--- config.mk ---
export PLATFORM = sky130hd
export DESIGN_NAME = lvm_front
export DESIGN_NICKNAME = d
export VERILOG_FILES = /design/src/rtl/lvm_pkg.sv /design/src/rtl/lvm_front.sv
export SDC_FILE = /design/constraint.sdc
export NUM_CORES = 1
export LEC_CHECK = 0
export BUFFER_PORTS_ARGS = -buffer_cell sky130_fd_sc_hd__buf_2
export CORE_AREA = 2 2 174 176
export DETAILED_ROUTE_END_ITERATION = 10
export DIE_AREA = 0 0 176 178
export GPL_TIMING_DRIVEN = 0
export PLACE_DENSITY = 0.8
export SLEW_MARGIN = 30
export SYNTH_ARGS = -nofsm -noshare
export SYNTH_HDL_FRONTEND = slang
export SYNTH_SLANG_ARGS = --single-unit
export TNS_END_PERCENT = 20
--- constraint.sdc ---
create_clock -name clock -period 5.34 [get_ports clock]
set_input_delay 0.534 -clock clock [delete_from_list [all_inputs] [get_ports clock]]
set_output_delay 0.534 -clock clock [all_outputs]
set_load 0.05 [all_outputs]
--- src/rtl/lvm_pkg.sv ---
// Shared widths, types and helpers of the log vorticity magnitude unit.
package lvm_pkg;

   // component format: signed, three integer bits, rest fraction
   localparam int COMPONENT_BITS = 16;
   localparam int FRAC_BITS      = COMPONENT_BITS - 3;
   localparam int VEC_BITS       = 48;
   localparam int EXT_BITS       = (3 * COMPONENT_BITS > VEC_BITS) ?
                                   3 * COMPONENT_BITS : VEC_BITS;

   // datapath widths
   localparam int DIFF_BITS = COMPONENT_BITS + 1;
   localparam int CURL_BITS = COMPONENT_BITS + 2;
   localparam int SQ_BITS   = 2 * CURL_BITS;
   localparam int SUM_BITS  = SQ_BITS + 2;
   localparam int EXP_BITS  = $clog2(SUM_BITS);
   localparam int MANT_BITS = 32;
   localparam int NORM_BITS = (SUM_BITS > MANT_BITS) ? SUM_BITS : MANT_BITS;
   localparam int SHIFT_BITS = $clog2(NORM_BITS);

   // log2 in fixed point, then scaled by ln 2
   localparam int LOG_FRAC      = 24;
   localparam int LOG_INT_BITS  = $clog2(2 * COMPONENT_BITS) + 2;
   localparam int LOG_BITS      = LOG_INT_BITS + LOG_FRAC;
   localparam int LOG_OFFSET    = 2 * FRAC_BITS + 2;
   localparam int LN2_FRAC      = 30;
   localparam int LN2_BITS      = 32;
   localparam logic [LN2_BITS-1:0] LN2_Q30 = 32'd744261118;
   localparam int PROD_BITS     = LOG_BITS + LN2_BITS;
   localparam int OUT_FRAC      = 10;
   localparam int ROUND_SHIFT   = LOG_FRAC + LN2_FRAC - OUT_FRAC;
   localparam int MAG_BITS      = PROD_BITS + 1 - ROUND_SHIFT;

   // result format
   localparam int OUT_BITS = 16;
   localparam logic signed [OUT_BITS-1:0] OUT_MAX = {1'b0, {(OUT_BITS-1){1'b1}}};
   localparam logic signed [OUT_BITS-1:0] OUT_MIN = {1'b1, {(OUT_BITS-1){1'b0}}};

   // queue sizes
   localparam int MQ_DEPTH = 4;
   localparam int MQ_PTR   = $clog2(MQ_DEPTH);
   localparam int RQ_DEPTH = 32;
   localparam int RQ_PTR   = $clog2(RQ_DEPTH);

   typedef enum logic [1:0] {
      MODE_XY  = 2'd0,
      MODE_XZ  = 2'd1,
      MODE_YZ  = 2'd2,
      MODE_ROT = 2'd3
   } plane_mode_type;

   // one pair difference per velocity component
   typedef struct packed {
      logic signed [DIFF_BITS-1:0] x;
      logic signed [DIFF_BITS-1:0] y;
      logic signed [DIFF_BITS-1:0] z;
   } diff_type;

   // curl components, twice the derivative scale
   typedef struct packed {
      logic signed [CURL_BITS-1:0] c1;
      logic signed [CURL_BITS-1:0] c2;
      logic signed [CURL_BITS-1:0] c3;
   } curl_type;

   typedef struct packed {
      logic signed [OUT_BITS-1:0] log_vorticity;
      logic                       zero_magnitude;
   } result_type;

   // pull one signed component out of a packed vector
   function automatic logic signed [COMPONENT_BITS-1:0] comp_of(
      input logic [VEC_BITS-1:0] vec,
      input int                  k
   );
      logic [EXT_BITS-1:0] ext;
      ext = EXT_BITS'(vec);
      return ext[k * COMPONENT_BITS +: COMPONENT_BITS];
   endfunction

   // difference b - a of two packed vectors, per component
   function automatic diff_type diff_of(
      input logic [VEC_BITS-1:0] a,
      input logic [VEC_BITS-1:0] b
   );
      diff_type d;
      d.x = DIFF_BITS'(comp_of(b, 0)) - DIFF_BITS'(comp_of(a, 0));
      d.y = DIFF_BITS'(comp_of(b, 1)) - DIFF_BITS'(comp_of(a, 1));
      d.z = DIFF_BITS'(comp_of(b, 2)) - DIFF_BITS'(comp_of(a, 2));
      return d;
   endfunction

endpackage

--- src/rtl/lvm_front.sv ---
// Front end: takes requests, forms pair differences and the three curl components.
module lvm_front (
   input  logic                         clock,
   input  logic                         reset,
   input  logic                         req_push,
   output logic                         req_full,
   input  logic [lvm_pkg::VEC_BITS-1:0] req_left_vector,
   input  logic [lvm_pkg::VEC_BITS-1:0] req_right_vector,
   input  logic [lvm_pkg::VEC_BITS-1:0] req_down_vector,
   input  logic [lvm_pkg::VEC_BITS-1:0] req_up_vector,
   input  logic [lvm_pkg::VEC_BITS-1:0] req_prev_slice_vector,
   input  logic [lvm_pkg::VEC_BITS-1:0] req_next_slice_vector,
   input  logic [lvm_pkg::VEC_BITS-1:0] req_prev_depth_vector,
   input  logic [lvm_pkg::VEC_BITS-1:0] req_next_depth_vector,
   input  logic                         csr_write,
   input  logic [1:0]                   csr_plane_mode,
   output logic                         curl_valid,
   output lvm_pkg::curl_type            curl_item,
   input  logic                         curl_full
);
   import lvm_pkg::*;

   plane_mode_type mode_ff, mode_in;
   logic           front_valid_ff, front_valid_in;
   curl_type       curl_ff, curl_in, curl_new;
   diff_type       h_diff, v_diff, s_diff, d_diff;
   diff_type       dx, dy, dz;
   logic           accept;

   assign req_full   = front_valid_ff & curl_full;
   assign accept     = req_push & ~req_full;
   assign curl_valid = front_valid_ff;
   assign curl_item  = curl_ff;

   // pair differences
   assign h_diff = diff_of(req_left_vector, req_right_vector);
   assign v_diff = diff_of(req_down_vector, req_up_vector);
   assign s_diff = diff_of(req_prev_slice_vector, req_next_slice_vector);
   assign d_diff = diff_of(req_prev_depth_vector, req_next_depth_vector);

   // map pairs onto d/dx, d/dy, d/dz by plane mode
   always_comb begin
      case (mode_ff)
         MODE_XY: begin
            dx = h_diff; dy = v_diff; dz = s_diff;
         end
         MODE_XZ: begin
            dx = h_diff; dy = s_diff; dz = v_diff;
         end
         MODE_YZ: begin
            dx = s_diff; dy = v_diff; dz = h_diff;
         end
         MODE_ROT: begin
            dx = s_diff; dy = v_diff; dz = d_diff;
         end
         default: begin
            dx = h_diff; dy = v_diff; dz = s_diff;
         end
      endcase
   end

   // curl components, negated; the sign drops out in the squared magnitude
   always_comb begin
      curl_new.c1 = CURL_BITS'(dz.y) - CURL_BITS'(dy.z);
      curl_new.c2 = CURL_BITS'(dx.z) - CURL_BITS'(dz.x);
      curl_new.c3 = CURL_BITS'(dy.x) - CURL_BITS'(dx.y);
   end

   // stage register and mode register next values
   always_comb begin
      front_valid_in = accept | (front_valid_ff & curl_full);
      curl_in        = accept ? curl_new : curl_ff;
      mode_in        = csr_write ? plane_mode_type'(csr_plane_mode) : mode_ff;
   end

   always_ff @(posedge clock) begin
      if (reset) begin
         front_valid_ff <= 1'b0;
         mode_ff        <= MODE_XY;
      end else begin
         front_valid_ff <= front_valid_in;
         mode_ff        <= mode_in;
      end
      curl_ff <= curl_in;
   end

endmodule

; Yosys cells after proc, flatten, opt, wreduce, memory -nomap -nowiden
; Index checks and enable logic that the tools add are counted.
[word_totals]
inputBits = 391
reg_bits = 57
[classes]
n_bitwise = 4
eq_ne = 3
reduce_logical = 4
muxes = 3
addsub = 15
[op_table]
columns = operator, n
row1 = 51-bit one-hot mux with 4 select lines, 1
row2 = 16-bit by 16-bit subtractor with 17-bit output, 12
row3 = 51-bit one-hot mux with 2 select lines, 1
row4 = 34-bit one-hot mux with 2 select lines, 1
row5 = 17-bit by 17-bit subtractor with 18-bit output, 3
row6 = "2-bit == test, second input constant", 2
row7 = 2-bit OR reduction, 2
row8 = 3-bit OR reduction, 1
row9 = 1-bit bitwise AND, 2
row10 = "2-bit by 1-bit == test with 1-bit output, second input constant", 1
row11 = 2-bit zero test, 1
row12 = 1-bit inverter, 1
row13 = 1-bit OR, 1

; Depth between registers and ports, before layout
[depth]
depth_word = 4
depth_mapped = 21
ltp_nobuf = 21

; Worst setup path after synthesis
; No wires, ideal clock.
[synth_path]
path_type = input to register
startpoint = in req_up_vector[32] (netlist name)
endpoint = reg curl_ff (netlist bit curl_item[52]) (data pin)
n_path_buf = 0
path_slack_ns = 1.046
setup_ns = 0.266
cell_stages = 19
required_time_ns = 5.074
t_arrival_ns = 4.028
path_cell_list = inv_1 ha_1 inv_1 fa_1 a21o_1 a21oi_1 nor2_1 o41a_1 a21o_1 a211o_1 a31oi_1 ha_1 nor2b_1 o21ai_0 nand2b_1 a21o_1 o31ai_1 mux2i_1 o211ai_1
[synth_lines]
columns = item, line
row1 = start: declaration, lvm_front.sv:10  ; input logic [lvm_pkg::VEC_BITS-1:0] req_up_vector,
row2 = end signal: assignment, lvm_front.sv:84  ; curl_ff <= curl_in;
row3 = end: declaration, lvm_front.sv:25  ; curl_type curl_ff, curl_in, curl_new;

==> run summary <==
The met1 routed wirelength after detailed routing came out at between 20 and 25 mm. The tree is rooted in a clkbuf_16. The number of maximum-capacitance constraint violations came out at 0. The net count after synthesis is 2,467. Routed signal wires occupy layers up through met5.

The total power per unit cell area is between 300 and 400 nW/um^2. The most frequent standard cell in the layout excluding fill and tap cells is buf_2. The I/O pin total is 447.

The top cell types in the final layout, fill and taps aside, are 415 x buf_2, 247 x inv_1, 227 x ha_1. For this run, asynchronously set or reset flops after synthesis account for 0%. The number of core rows is 63. The number of nets at the end of the flow came out at 2,894.

Headroom to the max-slew limit came out at between 30% and 40%. The via count of the first global-routing pass came out at 14,700. The total count of max-transition violations in the final report came out at 0. The total negative slack is 0 ps. The flow ran to the end, and the final reports show no timing, DRC or antenna violations. Setup repair after global routing left no endpoint under its margin. Cells with a size suffix above 1 make up 22.0% of the layout.

The routed design uses 24.6 mm of met2 wire. The total global routing overflow came out at 0. The required time at the endpoint of the critical path came out at 5420 ps. The final hold violation count is 0. The count of unique library cells instantiated by Yosys is 89. The maximum number of pins on one net before global-route repair is 22. For this block, the initial DRC count from the detailed router was 1,281. The worst register-to-register path ends at curl_item[16]. The worst setup path is of the flip-flop to flip-flop kind. STA classifies the critical path startpoint as a flip-flop.

The path with the worst hold slack has its endpoint at curl_valid. Buffers inserted during clock tree synthesis total 9. The initial core utilization came out at 47.5%.

The worst hold path begins at reset. The slew at the pin with the worst max-slew slack is 1010 ps. The post-layout minimum cycle time came out at 5110 ps. The aggregate global-route resource usage is 32.1%. Measured along the x axis, the die boundary spans 176 um. The repair_antennas step left the layout with diodes totalling 0. Before antenna repair, the detailed router went through 8 iterations. Of the synthesized area, sequential elements account for about 12%.

The synthesized netlist cell count is 1,835. The post-route DRC violation count is 0. The worst register-to-register path begins at mode_ff[1]. In the post-route analysis, the smallest setup slack over all paths is 226 ps. The routed design has between 50 and 60 mm of wire. The capturing element type of the critical path is a flip-flop. The post-route antenna net violation count came out at 0. The placement-stage cell area came out at between 15,000 and 20,000 um^2.

Static timing analysis puts the maximum clock frequency at 196 MHz. The global-route wire length before repair came out at 77.8 mm. The flip-flop and latch count after synthesis came out at 57.

The number of buffers inserted to repair setup after CTS came out at 0. Counting tap cells, the placed design contains a total of around 2,600 instances. The top fanout value on the critical path came out at 10. Between clock sinks in the finished design, the worst skew comes to 12.8 ps. The congestion estimate from routability-driven global placement came to between 0.9 and 1. The total of endpoints with negative setup slack in the final report came out at 0. The detailed router placed 15,300 vias in this run. Along the worst hold path, the cell count comes to 2. TritonCTS built the clock tree.

The total die area is 31,300 um^2. The die outline height came out at between 150 and 200 um. The area overhead of the layout relative to synthesis is 20.8%. The final non-filler cell area is 16,900 um^2. The final worst hold slack is approximately 380 ps. The met3 wirelength from detailed routing is 3.88 mm. In this run the number of H-tree levels came out at 3. The static leakage came out at 8.72 nW. In the routed layout, each cell is associated on average with a via count of 5.77. The wire-length estimate of the detail-placed layout is around 44 mm. The tightest min-delay check is of the input pin to flip-flop type. The clock edge transition at the registers on the reported setup and hold paths is 60 ps. The initial antenna violation count came out at 2. Tracing the worst setup path back leads to its startpoint at mode_ff[1].

The number of warnings issued by yosys came out at 0. The largest buffer count on any clock path is 2. The number of standard cells in the layout, taps in and fillers out came out at approximately 2,700. VDD sags by at most 0.000279 V. The count of buffers from port buffering is 414. The area of the core is 29,400 um^2. The synthesized area is 14,000 um^2.

The number of clock sinks came out at 57. The final critical path takes up 95.8% of the cycle. Dividing the detail-routed wire length by the instance count gives 19.5 um. Averaged over all synthesized cells, the footprint is between 7 and 8 um^2.

For this run, the leading register cell type out of synthesis is edfxtp_1. The worst slack at placement came out at -78.3 ps. Counting cells, the worst reg-to-reg path comes to 13. Clock latency on the worst-skew pair, taken at its later pin, is 350 ps.

For flop-to-flop paths, the worst setup slack is 230 ps. The arrival time reported for the critical path endpoint came out at ~5200 ps. The count of flip-flops with a built-in enable after synthesis is 54.
## synth_stat cells, types with 16 or more instances
library cell  instances  area (um^2)
a211oi_1             17          128
a21o_1               50          375
a21oi_1             140          701
and3_1               18          113
clkbuf_1             16         60.1
edfxtp_1             54         1620
ha_1                227         2840
inv_1               247          927
mux2i_1              33          330
mux4_2               16          360
nand2_1             140          526
nand2b_1             24          150
nand3_1              36          180
nor2_1              155          582
nor2b_1              45          282
nor3_1               59          295
o21a_1               40          300
o21ai_0              92          460
or3_1                21          131
xnor2_1             101          885
xor2_1               51          447
## sequential cells by signal, indices dropped and copies added (netlist names)
signal	count
curl_valid	1
mode_ff	2
curl_item	54
## layer usage
layer / global-route usage [%] / up-vias
met5: 0 / -
met4: 11.0 / 2
met3: 4.22 / 97
met2: 55.9 / 704
met1: 40.8 / 7112
li1: - / 7414
## cell type report
class	instances	area, um^2
fillers	2765	12500
clock buffers	9	225
flip-flops and latches	57	1680
repair buffers	416	2130
well taps	390	488
plain buffers	23	111
clock inverters	7	46.3
multi-input cells	1508	11300
inverters	247	927
## critical path, stage by stage, from the launching register on
cell	delay, ps
dfxtp_1	400
inv_1	190
buf_1	770
clkbuf_1	820
mux2i_1	370
ha_1	320
nor2b_1	140
o21ai_0	190
a21boi_0	180
o211ai_1	320
a21oi_1	190
o41ai_1	550
mux2i_1	280
o211ai_1	130
## per-stage QoR
step	util, %	power, mW
floorplan	-	3.51
global placement	56.3	4.44
detailed placement	56.5	4.51
CTS	57.4	5.11
global route	57.4	5.46
finish	57.4	5.15
## what timing repair did
item	4_1_cts	5_1_grt
hold endpoints to repair	0	0
hold buffers	0	0
gates resized for setup	1	5
endpoints found under the setup margin	1	7
pin swaps	0	0
## cells by family (layout without fill, tap and decap cells)
kind of cell / Yosys count / after routing / synth area share [%]
buffers and inverters: 270 / 702 / 7.37
DFF: 57 / 57 / 12.0
AOI/OAI and AO/OA: 507 / 507 / 24.3
adders and majority gates: 241 / 241 / 22.3
xor gates and xnor gates: 152 / 152 / 9.52
muxes: 56 / 56 / 5.50
and+or+nand+nor: 552 / 552 / 18.9
## how the worst max path moves through the flow
stage                          to  slack (ps)  depth (start not counted)
global placement    curl_item[52]         -80                         20
global route        curl_item[52]          20                         20
finish              curl_item[16]         230                         13
floorplan           curl_item[52]        1050                         19
detailed placement  curl_item[16]         -80                         17
CTS                 curl_item[16]         130                         17
## power by group
group	leakage, nW	total, mW	switching [mW]	internal, mW
Sequential	0.546	0.845	0.0643	0.781
Clock	0.128	0.571	0.257	0.314
Combinational	8.05	3.73	2.38	1.35
Power figures use the tool's default switching activity.
