File: src/rtl/lvm_pkg.sv
// Shared widths, types and helpers of the log vorticity magnitude unit.
package lvm_pkg;

   // component format: signed, three integer bits, rest fraction
   localparam int COMPONENT_BITS = 16;
   localparam int FRAC_BITS      = COMPONENT_BITS - 3;
   localparam int VEC_BITS       = 48;
   localparam int EXT_BITS       = (3 * COMPONENT_BITS > VEC_BITS) ?
                                   3 * COMPONENT_BITS : VEC_BITS;

   // datapath widths
   localparam int DIFF_BITS = COMPONENT_BITS + 1;
   localparam int CURL_BITS = COMPONENT_BITS + 2;
   localparam int SQ_BITS   = 2 * CURL_BITS;
   localparam int SUM_BITS  = SQ_BITS + 2;
   localparam int EXP_BITS  = $clog2(SUM_BITS);
   localparam int MANT_BITS = 32;
   localparam int NORM_BITS = (SUM_BITS > MANT_BITS) ? SUM_BITS : MANT_BITS;
   localparam int SHIFT_BITS = $clog2(NORM_BITS);

   // log2 in fixed point, then scaled by ln 2
   localparam int LOG_FRAC      = 24;
   localparam int LOG_INT_BITS  = $clog2(2 * COMPONENT_BITS) + 2;
   localparam int LOG_BITS      = LOG_INT_BITS + LOG_FRAC;
   localparam int LOG_OFFSET    = 2 * FRAC_BITS + 2;
   localparam int LN2_FRAC      = 30;
   localparam int LN2_BITS      = 32;
   localparam logic [LN2_BITS-1:0] LN2_Q30 = 32'd744261118;
   localparam int PROD_BITS     = LOG_BITS + LN2_BITS;
   localparam int OUT_FRAC      = 10;
   localparam int ROUND_SHIFT   = LOG_FRAC + LN2_FRAC - OUT_FRAC;
   localparam int MAG_BITS      = PROD_BITS + 1 - ROUND_SHIFT;

   // result format
   localparam int OUT_BITS = 16;
   localparam logic signed [OUT_BITS-1:0] OUT_MAX = {1'b0, {(OUT_BITS-1){1'b1}}};
   localparam logic signed [OUT_BITS-1:0] OUT_MIN = {1'b1, {(OUT_BITS-1){1'b0}}};

   // queue sizes
   localparam int MQ_DEPTH = 4;
   localparam int MQ_PTR   = $clog2(MQ_DEPTH);
   localparam int RQ_DEPTH = 32;
   localparam int RQ_PTR   = $clog2(RQ_DEPTH);

   typedef enum logic [1:0] {
      MODE_XY  = 2'd0,
      MODE_XZ  = 2'd1,
      MODE_YZ  = 2'd2,
      MODE_ROT = 2'd3
   } plane_mode_type;

   // one pair difference per velocity component
   typedef struct packed {
      logic signed [DIFF_BITS-1:0] x;
      logic signed [DIFF_BITS-1:0] y;
      logic signed [DIFF_BITS-1:0] z;
   } diff_type;

   // curl components, twice the derivative scale
   typedef struct packed {
      logic signed [CURL_BITS-1:0] c1;
      logic signed [CURL_BITS-1:0] c2;
      logic signed [CURL_BITS-1:0] c3;
   } curl_type;

   typedef struct packed {
      logic signed [OUT_BITS-1:0] log_vorticity;
      logic                       zero_magnitude;
   } result_type;

   // pull one signed component out of a packed vector
   function automatic logic signed [COMPONENT_BITS-1:0] comp_of(
      input logic [VEC_BITS-1:0] vec,
      input int                  k
   );
      logic [EXT_BITS-1:0] ext;
      ext = EXT_BITS'(vec);
      return ext[k * COMPONENT_BITS +: COMPONENT_BITS];
   endfunction

   // difference b - a of two packed vectors, per component
   function automatic diff_type diff_of(
      input logic [VEC_BITS-1:0] a,
      input logic [VEC_BITS-1:0] b
   );
      diff_type d;
      d.x = DIFF_BITS'(comp_of(b, 0)) - DIFF_BITS'(comp_of(a, 0));
      d.y = DIFF_BITS'(comp_of(b, 1)) - DIFF_BITS'(comp_of(a, 1));
      d.z = DIFF_BITS'(comp_of(b, 2)) - DIFF_BITS'(comp_of(a, 2));
      return d;
   endfunction

endpackage

File: src/rtl/lvm_mid_queue.sv
// Short queue of curl items between front and back end.
module lvm_mid_queue (
   input  logic              clock,
   input  logic              reset,
   input  logic              push_valid,
   input  lvm_pkg::curl_type push_item,
   output logic              full,
   output logic              pop_valid,
   output lvm_pkg::curl_type pop_item,
   input  logic              pop_take
);
   import lvm_pkg::*;

   curl_type            entry_ff [MQ_DEPTH];
   logic [MQ_PTR-1:0]   wr_ptr_ff, wr_ptr_in;
   logic [MQ_PTR-1:0]   rd_ptr_ff, rd_ptr_in;
   logic [MQ_PTR:0]     count_ff, count_in;
   logic                do_push, do_pop;

   assign full      = (count_ff == (MQ_PTR+1)'(MQ_DEPTH));
   assign pop_valid = (count_ff != '0);
   assign pop_item  = entry_ff[rd_ptr_ff];
   assign do_push   = push_valid & ~full;
   assign do_pop    = pop_take & pop_valid;

   // pointer and fill count update
   always_comb begin
      wr_ptr_in = do_push ? wr_ptr_ff + 1'b1 : wr_ptr_ff;
      rd_ptr_in = do_pop ? rd_ptr_ff + 1'b1 : rd_ptr_ff;
      count_in  = count_ff + (MQ_PTR+1)'(do_push) - (MQ_PTR+1)'(do_pop);
   end

   always_ff @(posedge clock) begin
      if (reset) begin
         wr_ptr_ff <= '0;
         rd_ptr_ff <= '0;
         count_ff  <= '0;
      end else begin
         wr_ptr_ff <= wr_ptr_in;
         rd_ptr_ff <= rd_ptr_in;
         count_ff  <= count_in;
      end
      if (do_push) begin
         entry_ff[wr_ptr_ff] <= push_item;
      end
   end

endmodule

File: config.mk
export PLATFORM = sky130hd
export DESIGN_NAME = lvm_mid_queue
export DESIGN_NICKNAME = d
export VERILOG_FILES = /design/src/rtl/lvm_pkg.sv /design/src/rtl/lvm_mid_queue.sv
export SDC_FILE = /design/constraint.sdc
export NUM_CORES = 1
export LEC_CHECK = 0
export BUFFER_PORTS_ARGS = -buffer_cell sky130_fd_sc_hd__buf_2
export CORE_MARGIN = 2
export CORE_UTILIZATION = 61
export DETAILED_ROUTE_END_ITERATION = 8
export PLACE_DENSITY = 0.81
export SLEW_MARGIN = 20
export SYNTH_ARGS = -nofsm -noshare
export SYNTH_HDL_FRONTEND = slang
export SYNTH_SLANG_ARGS = --single-unit
File: constraint.sdc
create_clock -name clock -period 6.3 [get_ports clock]
set_input_delay 1.26 -clock clock [delete_from_list [all_inputs] [get_ports clock]]
set_output_delay 1.26 -clock clock [all_outputs]
set_load 0.02 [all_outputs]
Word level (Yosys, flattened, before mapping)
Memories as Yosys holds them, arrays and structs flattened. A register that Yosys moved wholly into a read port is not among the register bits.
Cells that the tools add are included.
{ "totals": {"reg_bits": 7, "latch_bits": 0, "ramBits": 216, "rom_bits": 0, "inputBits": 58, "out_inout_bits": 56, "mem_count": 1} }
{ "op_classes": {"n_addsub": 4, "multipliers": 0, "div": 0, "order_cmp": 0, "eq_ne": 1, "shifts": 0, "muxes": 4, "bitwise_logic": 3, "n_reduce_logical": 1} }
{ "memory_table": {"columns": ["name", "words", "word_bits", "rd", "rd_clocked_by_memory_dff", "write_ports", "line_no", "source"], "rows": [
  ["entry_ff", 4, 54, 1, 1, 1, "lvm_mid_queue.sv:14", "curl_type entry_ff [MQ_DEPTH];"]
]} }
{ "op_table": {"columns": ["operator", "count"], "rows": [
  ["adder 2 x 1 -> 2 bit (second input constant)", 2],
  ["two-way mux 2 bit", 2],
  ["adder 3 x 1 -> 3 bit", 1],
  ["== test 3 bit (second input constant)", 1],
  ["nonzero test 3 bit", 1],
  ["subtractor 3 x 1 -> 3 bit", 1],
  ["AND 1 bit", 2],
  ["two-way mux 1 bit", 2],
  ["inverter 1 bit", 1]
]} }

Logic depth before layout (Yosys ltp)
Gate-level depths: netlist (run 1).
{ "depth": {"word_depth": 5, "depth_mapped": 11, "depth_no_buf": 11} }

Worst setup path before layout (run 1)
OpenSTA, ideal clock, no wires.
{ "synth_timing": {"path_kind": "input to register", "startpoint": "input port push_valid", "endpoint": "memory entry_ff[0][0] (netlist bit), enable pin", "setup_ns": 0.417, "arrival_time_ns": 2.869, "required_time_ns": 5.883, "path_slack_ns": 3.013, "stages": 3, "n_path_buf": 0, "path_cell_list": "inv_1 nor2_1 and2_1"} }
{ "synth_via": {"elab_chain_len": 3} }
{ "synth_lines": {"columns": ["element", "line_no", "source"], "rows": [
  ["start, declared", "lvm_mid_queue.sv:5", "input logic push_valid,"],
  ["AND 1 bit", "lvm_mid_queue.sv:23", "assign do_push = push_valid & ~full;"],
  ["two-way mux 1 bit", "lvm_mid_queue.sv:43", "if (do_push) begin"],
  ["two-way mux 1 bit (implied by the code)", "lvm_mid_queue.sv:44", "entry_ff[wr_ptr_ff] <= push_item;"],
  ["end, declared", "lvm_mid_queue.sv:14", null]
]} }
No other way between the ends.

==> impl_metrics.toml, run 1 <==
[outcome]
status = "finished clean"

[detailed_routing]
via_count = 3742
drt-total-wl_um = 14200
routed_via_density = 5.72
wl_per_cell_um = 21.8
drc = 0
drt-pass1-iter-count = 4
drt-initial-drc-count = 281
ant_nets = 0

[clock_network]
cts_resized = 0
cts_sinks = 225
cts_tree = "done"
clkLatencyLatePin_ps = 480
root_buffer = "clkbuf_16"
clockBufferDepth = 3
cts_buffers = 22
postCtsSetupBuffers = 0
path_clk_slew_ps = 60
hold_buffers = 0
cts-htree-levels = 1

[setup_path]
arrival_ps = 2270
worstSetupStartpointType = "flip-flop"
endpoint_kind = "output port"
critical_path_class = "flip-flop to output port"
required_ps = 5040
cp_max_fo = 39

[synthesis]
ys_seq_elements = 225
synth-edff-count = 216
async_flop_share = 0
ys.flop_type = "edfxtp_1"
synth_nets = 396
ys_seq_area_frac = 0.801
postSynthCellCount = 331
synth_area_um2 = 8330
syn_avg_cell_area_um2 = 25.2
yosys_warnings = 0
synth_cell_types = 26

[timing]
slew_violations = 0
finalHoldViolations = 0
setup_tns_ps = 0
rsz0062_at_grt = "false"
worst_hold_slack_ps = 518
slew_headroom = 0.464
worst_slew_pin_slew_ps = 803
clock_skew_ps = 4.74
setup_violations = 0
fin_crit_sh = 0.561
fmax_mhz = 283
min_period_ps = 3530

[die]
rows = 42
initial_core_util = 0.626
core_area_um2 = 13300
fp.dieW_um = 121
die_y_um = 121
dieArea_um2 = 14600
io_pins = 114

[power]
p_switching_mw = 1.14
p_seq_frac = 0.456
p_clk_frac = 0.311
power_frac_comb = 0.233
p_leak_nw = 3.34
ir_drop_uv = 268
switching_share = 0.271
intPower_mw = 3.06
p_per_area_nw_per_um2 = 429

[layout]
layout_common_cells = "216 x edfxtp_1, 113 x buf_2, 50 x mux4_2"
area_growth_pct = 17.5
final_common_cell = "edfxtp_1"
drive_gt1_frac = 0.431
fin_nets = 526

[global_route]
grt_pass1_wl_um = 21800
antenna_found_initial = 2
grt_max_degree = 55
overflow = 0
grt_pass1_vias = 3925
track_usage = 0.201

[flow_run]
maxCapViolCount = 0

[hold_path]
holdCritPathClass = "flip-flop to flip-flop"

[placed_design]
dpl.hpwl_um = 7850
numPortBuffers = 113
place_congestion = 0.715
[critical path: stages (launching register included)]
cell and delay [ps]:
dfxtp_2 590, buf_4 570, mux4_2 420, buf_2 180
[layout make-up]
type / instances / area [um^2]
clock inverters: 7 / 106
well taps: 176 / 220
fillers: 764 / 3510
inverters: 6 / 22.5
clock buffers: 32 / 629
diodes: 2 / 5.00
multi-input cells: 87 / 1500
flip-flops and latches: 225 / 6670
repair buffers: 119 / 631
[power groups by stage]
stage | combinational, mW | sequential [mW] | clock (mW)
finish | 0.975 | 1.91 | 1.31
global placement | 0.898 | 1.99 | 0
detailed placement | 0.915 | 1.99 | 0
floorplan | 0.779 | 1.89 | 0
CTS | 0.924 | 1.97 | 1.33
global route | 1.04 | 1.93 | 1.38
[cells by family (layout without fill, tap and decap cells)]
kind of cell             after synthesis  count (layout)  share of synthesized area
AND/OR/NAND/NOR                       18              18                     0.0123
buffers and inverters                 19             164                     0.0201
multiplexers                          55              55                      0.149
XOR/XNOR                               3               3                    0.00316
flip-flops                           225             225                      0.801
other                                  0               2                          0
AO/OA/AOI/OAI                          4               4                    0.00331
adder cells (fa/ha/maj)                7               7                     0.0114
[final timing paths]
path	start	endpoint	slack (ps)	cells after the start
max reg2reg	count_ff[1]	entry_ff[0][44]	3880	4
min	wr_ptr_ff[1]	wr_ptr_ff[1]	520	2
min reg2reg	wr_ptr_ff[1]	wr_ptr_ff[1]	520	2
max	flip-flop	pop_item[38]	2770	3
[registers in the layout, summed over array words and instances (netlist names), named ones only]
signal	cells
count_ff	3
entry_ff	216
rd_ptr_ff	2
wr_ptr_ff	2
[metal layers]
metal | vias up | wire, um | GRT usage
li1 | 1660 | - | -
met1 | 1946 | 5720 | 0.279
met2 | 114 | 7350 | 0.330
met3 | 22 | 854 | 0.0429
met4 | 0 | 302 | 0.0567
met5 | - | 0 | 0
[metrics by stage]
step	setup WS, ps	power (mW)	cells	cell area [um^2]	utilization
floorplan	3010	2.67	331	8330	-
global placement	3020	2.88	612	9010	0.678
detailed placement	3030	2.91	612	9010	0.678
CTS	2530	4.22	651	9750	0.733
global route	2680	4.36	653	9780	0.736
finish	2770	4.19	654	9780	0.736
[cells in the mapped netlist (all sizes together) (2+ instances only)]
library cell    n  area share
clkbuf          2      0.0011
xor2            2      0.0021
buf            11       0.016
nand2b          2      0.0015
dfxtp           9       0.022
mux4           54        0.15
and2            5      0.0038
or3             2      0.0015
nor2            6      0.0027
ha              6      0.0090
edfxtp        216        0.78
inv             6      0.0027
Note: power is estimated with default switching activity, not from simulation.
==> run 2, diff against run 1 <==
- CORE_UTILIZATION: 61 -> 57
- PLACE_DENSITY: 0.81 -> 0.76
- clock period: 6.3 -> 3.4 ns (I/O delays scaled with it)
==> run 2 against run 1 <==
Die area is 6.8% higher. Hold slack worse by 120 ps. Sequential share of layout area is 0.22 points lower. Power is 84% higher. Cell count is 1.2% higher. Utilization is 5.5 points lower. Sequential power is 86% higher. Register-to-register slack worse by 3000 ps. Clock skew is 9.5 ps higher. Global-route usage is 1.5 points lower. Critical path type unchanged.
==> impl_metrics.toml, run 2 (synthesis results as in run 1) <==
[clock_network]
hold_buffers = 0
cts_buffers = 22
postCtsSetupBuffers = 0
cts_resized = 0
cts_sinks = 225
cts-htree-levels = 1
path_clk_slew_ps = 60
root_buffer = "clkbuf_16"
clockBufferDepth = 3
clkLatencyLatePin_ps = 490
cts_tree = "done"

[timing]
worst_slew_pin_slew_ps = 604
setup_violations = 0
min_period_ps = 2970
fmax_mhz = 337
worst_hold_slack_ps = 401
slew_violations = 0
setup_tns_ps = 0
fin_crit_sh = 0.872
finalHoldViolations = 0
clock_skew_ps = 14.2
slew_headroom = 0.597
rsz0062_at_grt = "false"

[setup_path]
endpoint_kind = "output port"
r2r_cells = 11
cp_max_fo = 29
slowest_delay_ps = 740
cpMaxStageDelayCell = "dfxtp_4"
critical_path_class = "flip-flop to output port"
worstSetupStartpointType = "flip-flop"
arrival_ps = 2290
worstPathCellList = "buf_4 > mux4_2 > buf_2"
required_ps = 2720

[layout]
drive_gt1_frac = 0.435
nFillCells = 935
multi_input_area_um2 = 1500
n_antenna_cell = 0
fin_nets = 527
largest_reg_flops = 216
final_common_cell = "edfxtp_1"
instances_no_fill = 662
area_growth_pct = 17.9
regMostFlops = "entry_ff"
layout_common_cells = "216 x edfxtp_1, 113 x buf_2, 50 x mux4_2"
reg_top3 = "entry_ff x216, count_ff x3"
final_util = 0.680
regArea_um2 = 6670

[power]
p_clk_frac = 0.301
intPower_mw = 5.56
total_power_mw = 7.70
p_switching_mw = 2.14
power_frac_comb = 0.237
switching_share = 0.278
p_seq_frac = 0.461
p_leak_nw = 3.34
ir_drop_uv = 471
p_per_area_nw_per_um2 = 785

[die]
core_area_um2 = 14400
initial_core_util = 0.577
dieArea_um2 = 15600
die_y_um = 125
fp.dieW_um = 125
io_pins = 114
rows = 44

[hold_path]
holdCritPathClass = "input port to flip-flop"
whs_path_depth = 1

[global_route]
grt_pass1_wl_um = 22300
grt_max_degree = 42
overflow = 0
track_usage = 0.186
grt_pass1_vias = 4042
antenna_found_initial = 0

[flow_run]
maxCapViolCount = 0

[placed_design]
placedCellCount = 622
place_congestion = 0.671
dpl.hpwl_um = 8580
numPortBuffers = 113

[detailed_routing]
drc = 0
via_count = 3723
drt-total-wl_um = 14300
ant_nets = 0
drt-initial-drc-count = 267
routed_via_density = 5.62
drt-pass1-iter-count = 4
wl_per_cell_um = 21.6

[outcome]
status = "finished clean"
## run 2: final timing paths
path	startpoint	end	slack [ps]
setup / recovery	flip-flop	pop_item[15]	430
hold / removal	push_item[0]	entry_ff[3][0]	400
setup reg to reg	count_ff[1]	count_ff[2]	910
hold reg to reg	wr_ptr_ff[1]	wr_ptr_ff[1]	540
## run 2: power groups by stage
stage                     logic (mW)  clock network, mW  registers, mW
after detailed placement        1.86                  0           3.62
after global placement          1.82                  0           3.60
final                           1.83               2.32           3.55
after floorplan                 1.44                  0           3.49
after CTS                       1.87               2.37           3.57
after global routing            1.95               2.48           3.59
## run 2: layer usage
metal  GRT usage  wire (um)  up-vias
met2       0.317       7330      130
li1            -          -     1663
met1       0.255       5870     1909
met5           0          0        -
met3      0.0344        876       21
met4      0.0458        226        0
## run 2: final cells by class
| type | instances | share of cell area |
|---|---|---|
| inverters | 6 | 0.00229 |
| multi-input cells | 87 | 0.153 |
| well taps | 184 | 0.0235 |
| clock inverters | 14 | 0.0115 |
| clock buffers | 26 | 0.0598 |
| repair buffers | 120 | 0.0706 |
| flip-flops and latches | 225 | 0.680 |
## run 2: through the flow
step                setup WS (ps)  area (um^2)
CTS                           346         9810
detailed placement            728         9110
global placement              879         9110
finish                        435         9810
floorplan                     693         8330
global route                  266         9810
## run 2: critical path: cells and delay by family, from the launching register on
kind	cells	cell delay, ps
buffers and inverters	2	510
DFF	1	740
muxes	1	530
==> run 3, diff against run 2 <==
- CORE_UTILIZATION: 57 -> 50
- CTS_BUF_LIST: default -> sky130_fd_sc_hd__clkbuf_4
- PLACE_DENSITY: 0.76 -> 0.68
==> run 3 against run 2 <==
Clock power decreased by 2%. Highest routed layer is now met5. Largest power group unchanged. Utilization shrank 7.5 points. Maximum frequency down 0.10%. Hold slack worse by 140 ps. Register-to-register slack improved by 90 ps. Clock-buffer cell count up 61.
==> impl_metrics.toml, run 3 (synthesis results as in run 1) <==
[detailed_routing]
top_layer = "met5"
wl_per_cell_um = 18.4
met3WireLength_um = 828
drt-pass1-iter-count = 4
drt-total-wl_um = 14000
ant_nets = 0
drt-initial-drc-count = 215
via_count = 3916
drc = 0
wl_met1_um = 5750
dr_wl_met2_um = 7250
routed_via_density = 5.13

[die]
core_area_um2 = 16400
die_y_um = 133
io_pins = 114
fp.dieW_um = 133
initial_core_util = 0.508
rows = 47
dieArea_um2 = 17700

[placed_design]
numPortBuffers = 113
place_congestion = 0.732
dpl.hpwl_um = 8320

[timing]
min_period_ps = 2970
slew_violations = 0
rsz0062_at_grt = "false"
fin_crit_sh = 0.873
setup_violations = 0
slew_headroom = 0.667
fmax_mhz = 337
worst_slew_pin_slew_ps = 499
setup_tns_ps = 0
clock_skew_ps = 27.1
finalHoldViolations = 0

[flow_run]
maxCapViolCount = 0

[layout]
final_common_cell = "edfxtp_1"
drive_gt1_frac = 0.503
n_antenna_cell = 0
fin_nets = 565
regMostFlops = "entry_ff"
reg_top3 = "entry_ff x216, count_ff x3"
layout_common_cells = "216 x edfxtp_1, 113 x buf_2, 87 x clkbuf_4"
final_util = 0.605
area_growth_pct = 19.2
largest_reg_flops = 216

[clock_network]
cts_buffers = 55
clockBufferDepth = 3
cts_tree = "done"
postCtsSetupBuffers = 0
clkLatencyLatePin_ps = 630
cts_sinks = 225
root_buffer = "clkbuf_4"
cts-htree-levels = 2
cts_resized = 0
hold_buffers = 0
path_clk_slew_ps = 70

[power]
p_leak_nw = 3.47
power_frac_comb = 0.246
ir_drop_uv = 463
p_clk_frac = 0.298
p_switching_mw = 2.15
p_per_area_nw_per_um2 = 769
intPower_mw = 5.49
switching_share = 0.281
p_seq_frac = 0.457

[setup_path]
r2r_end = "count_ff[2]"
cpMaxStageDelayCell = "mux4_1"
rr_startpoint = "count_ff[1]"
worstSetupStartpointType = "flip-flop"
endpoint_kind = "output port"
arrival_ps = 2290
slowest_delay_ps = 610
path_delay_family = "multiplexers"
required_ps = 2720
critical_path_class = "flip-flop to output port"
r2r_setup_slack_ps = 1000
path_buf_inv = 2
cp_max_fo = 17
worstPathCellList = "buf_4 > mux4_1 > buf_2"
r2r_cells = 11

[global_route]
antenna_found_initial = 1
track_usage = 0.164
grt_max_degree = 32
overflow = 0
grt_pass1_wl_um = 22000
grt_pass1_vias = 4244

[hold_path]
whs_path_depth = 1
holdCritPathClass = "input port to flip-flop"
holdPathEnd = "entry_ff[3][6]"
hp-start = "push_item[6]"

[outcome]
status = "finished clean"
[run 3: cell types whose count changed in the layout (fill, tap and decap cells not counted), sizes merged]
cell / delta
clkbuf: +61
buf: +5
clkinv: -1
[run 3: cell type report]
| type | count | area (um^2) |
|---|---|---|
| fill | 1221 | 6480 |
| tap | 220 | 275 |
| timing repair buffer | 125 | 706 |
| multi-input combinational | 87 | 1500 |
| inverter | 6 | 22.5 |
| clock inverter | 13 | 104 |
| clock buffer | 87 | 653 |
| sequential | 225 | 6670 |
[run 3: how the worst max path moves through the flow]
stage          slack (ps)        endpoint  cells after the start       start
2_1_floorplan         690  entry_ff[0][0]                      3  push_valid
3_3_place_gp          890     count_ff[2]                     12  push_valid
3_5_place_dp          760     count_ff[2]                     12  push_valid
4_1_cts               300    pop_item[53]                      3   flip-flop
5_1_grt               240    pop_item[53]                      3   flip-flop
6_report              430    pop_item[53]                      3   flip-flop
[run 3: power groups by stage]
stage	clock, mW	combinational [mW]	sequential (mW)
floorplan	0	1.44	3.49
global placement	0	1.90	3.53
detailed placement	0	1.91	3.55
CTS	2.36	1.92	3.49
global route	2.49	2.02	3.52
finish	2.27	1.88	3.49
[run 3: per-stage QoR]
stage	hold WS, ps	power (mW)	setup slack, ps	instances	area [um^2]
6_report	258	7.64	432	763	9930
2_1_floorplan	482	4.94	693	331	8330
3_3_place_gp	492	5.44	888	663	9170
4_1_cts	190	7.77	296	763	9930
3_5_place_dp	523	5.46	765	663	9170
5_1_grt	190	8.02	240	763	9930
[run 3: routing by layer]
layer	GRT usage	vias to the layer above
met2	0.277	112
met4	0.0562	2
met3	0.0567	20
met5	0	-
li1	-	1782
met1	0.201	2000
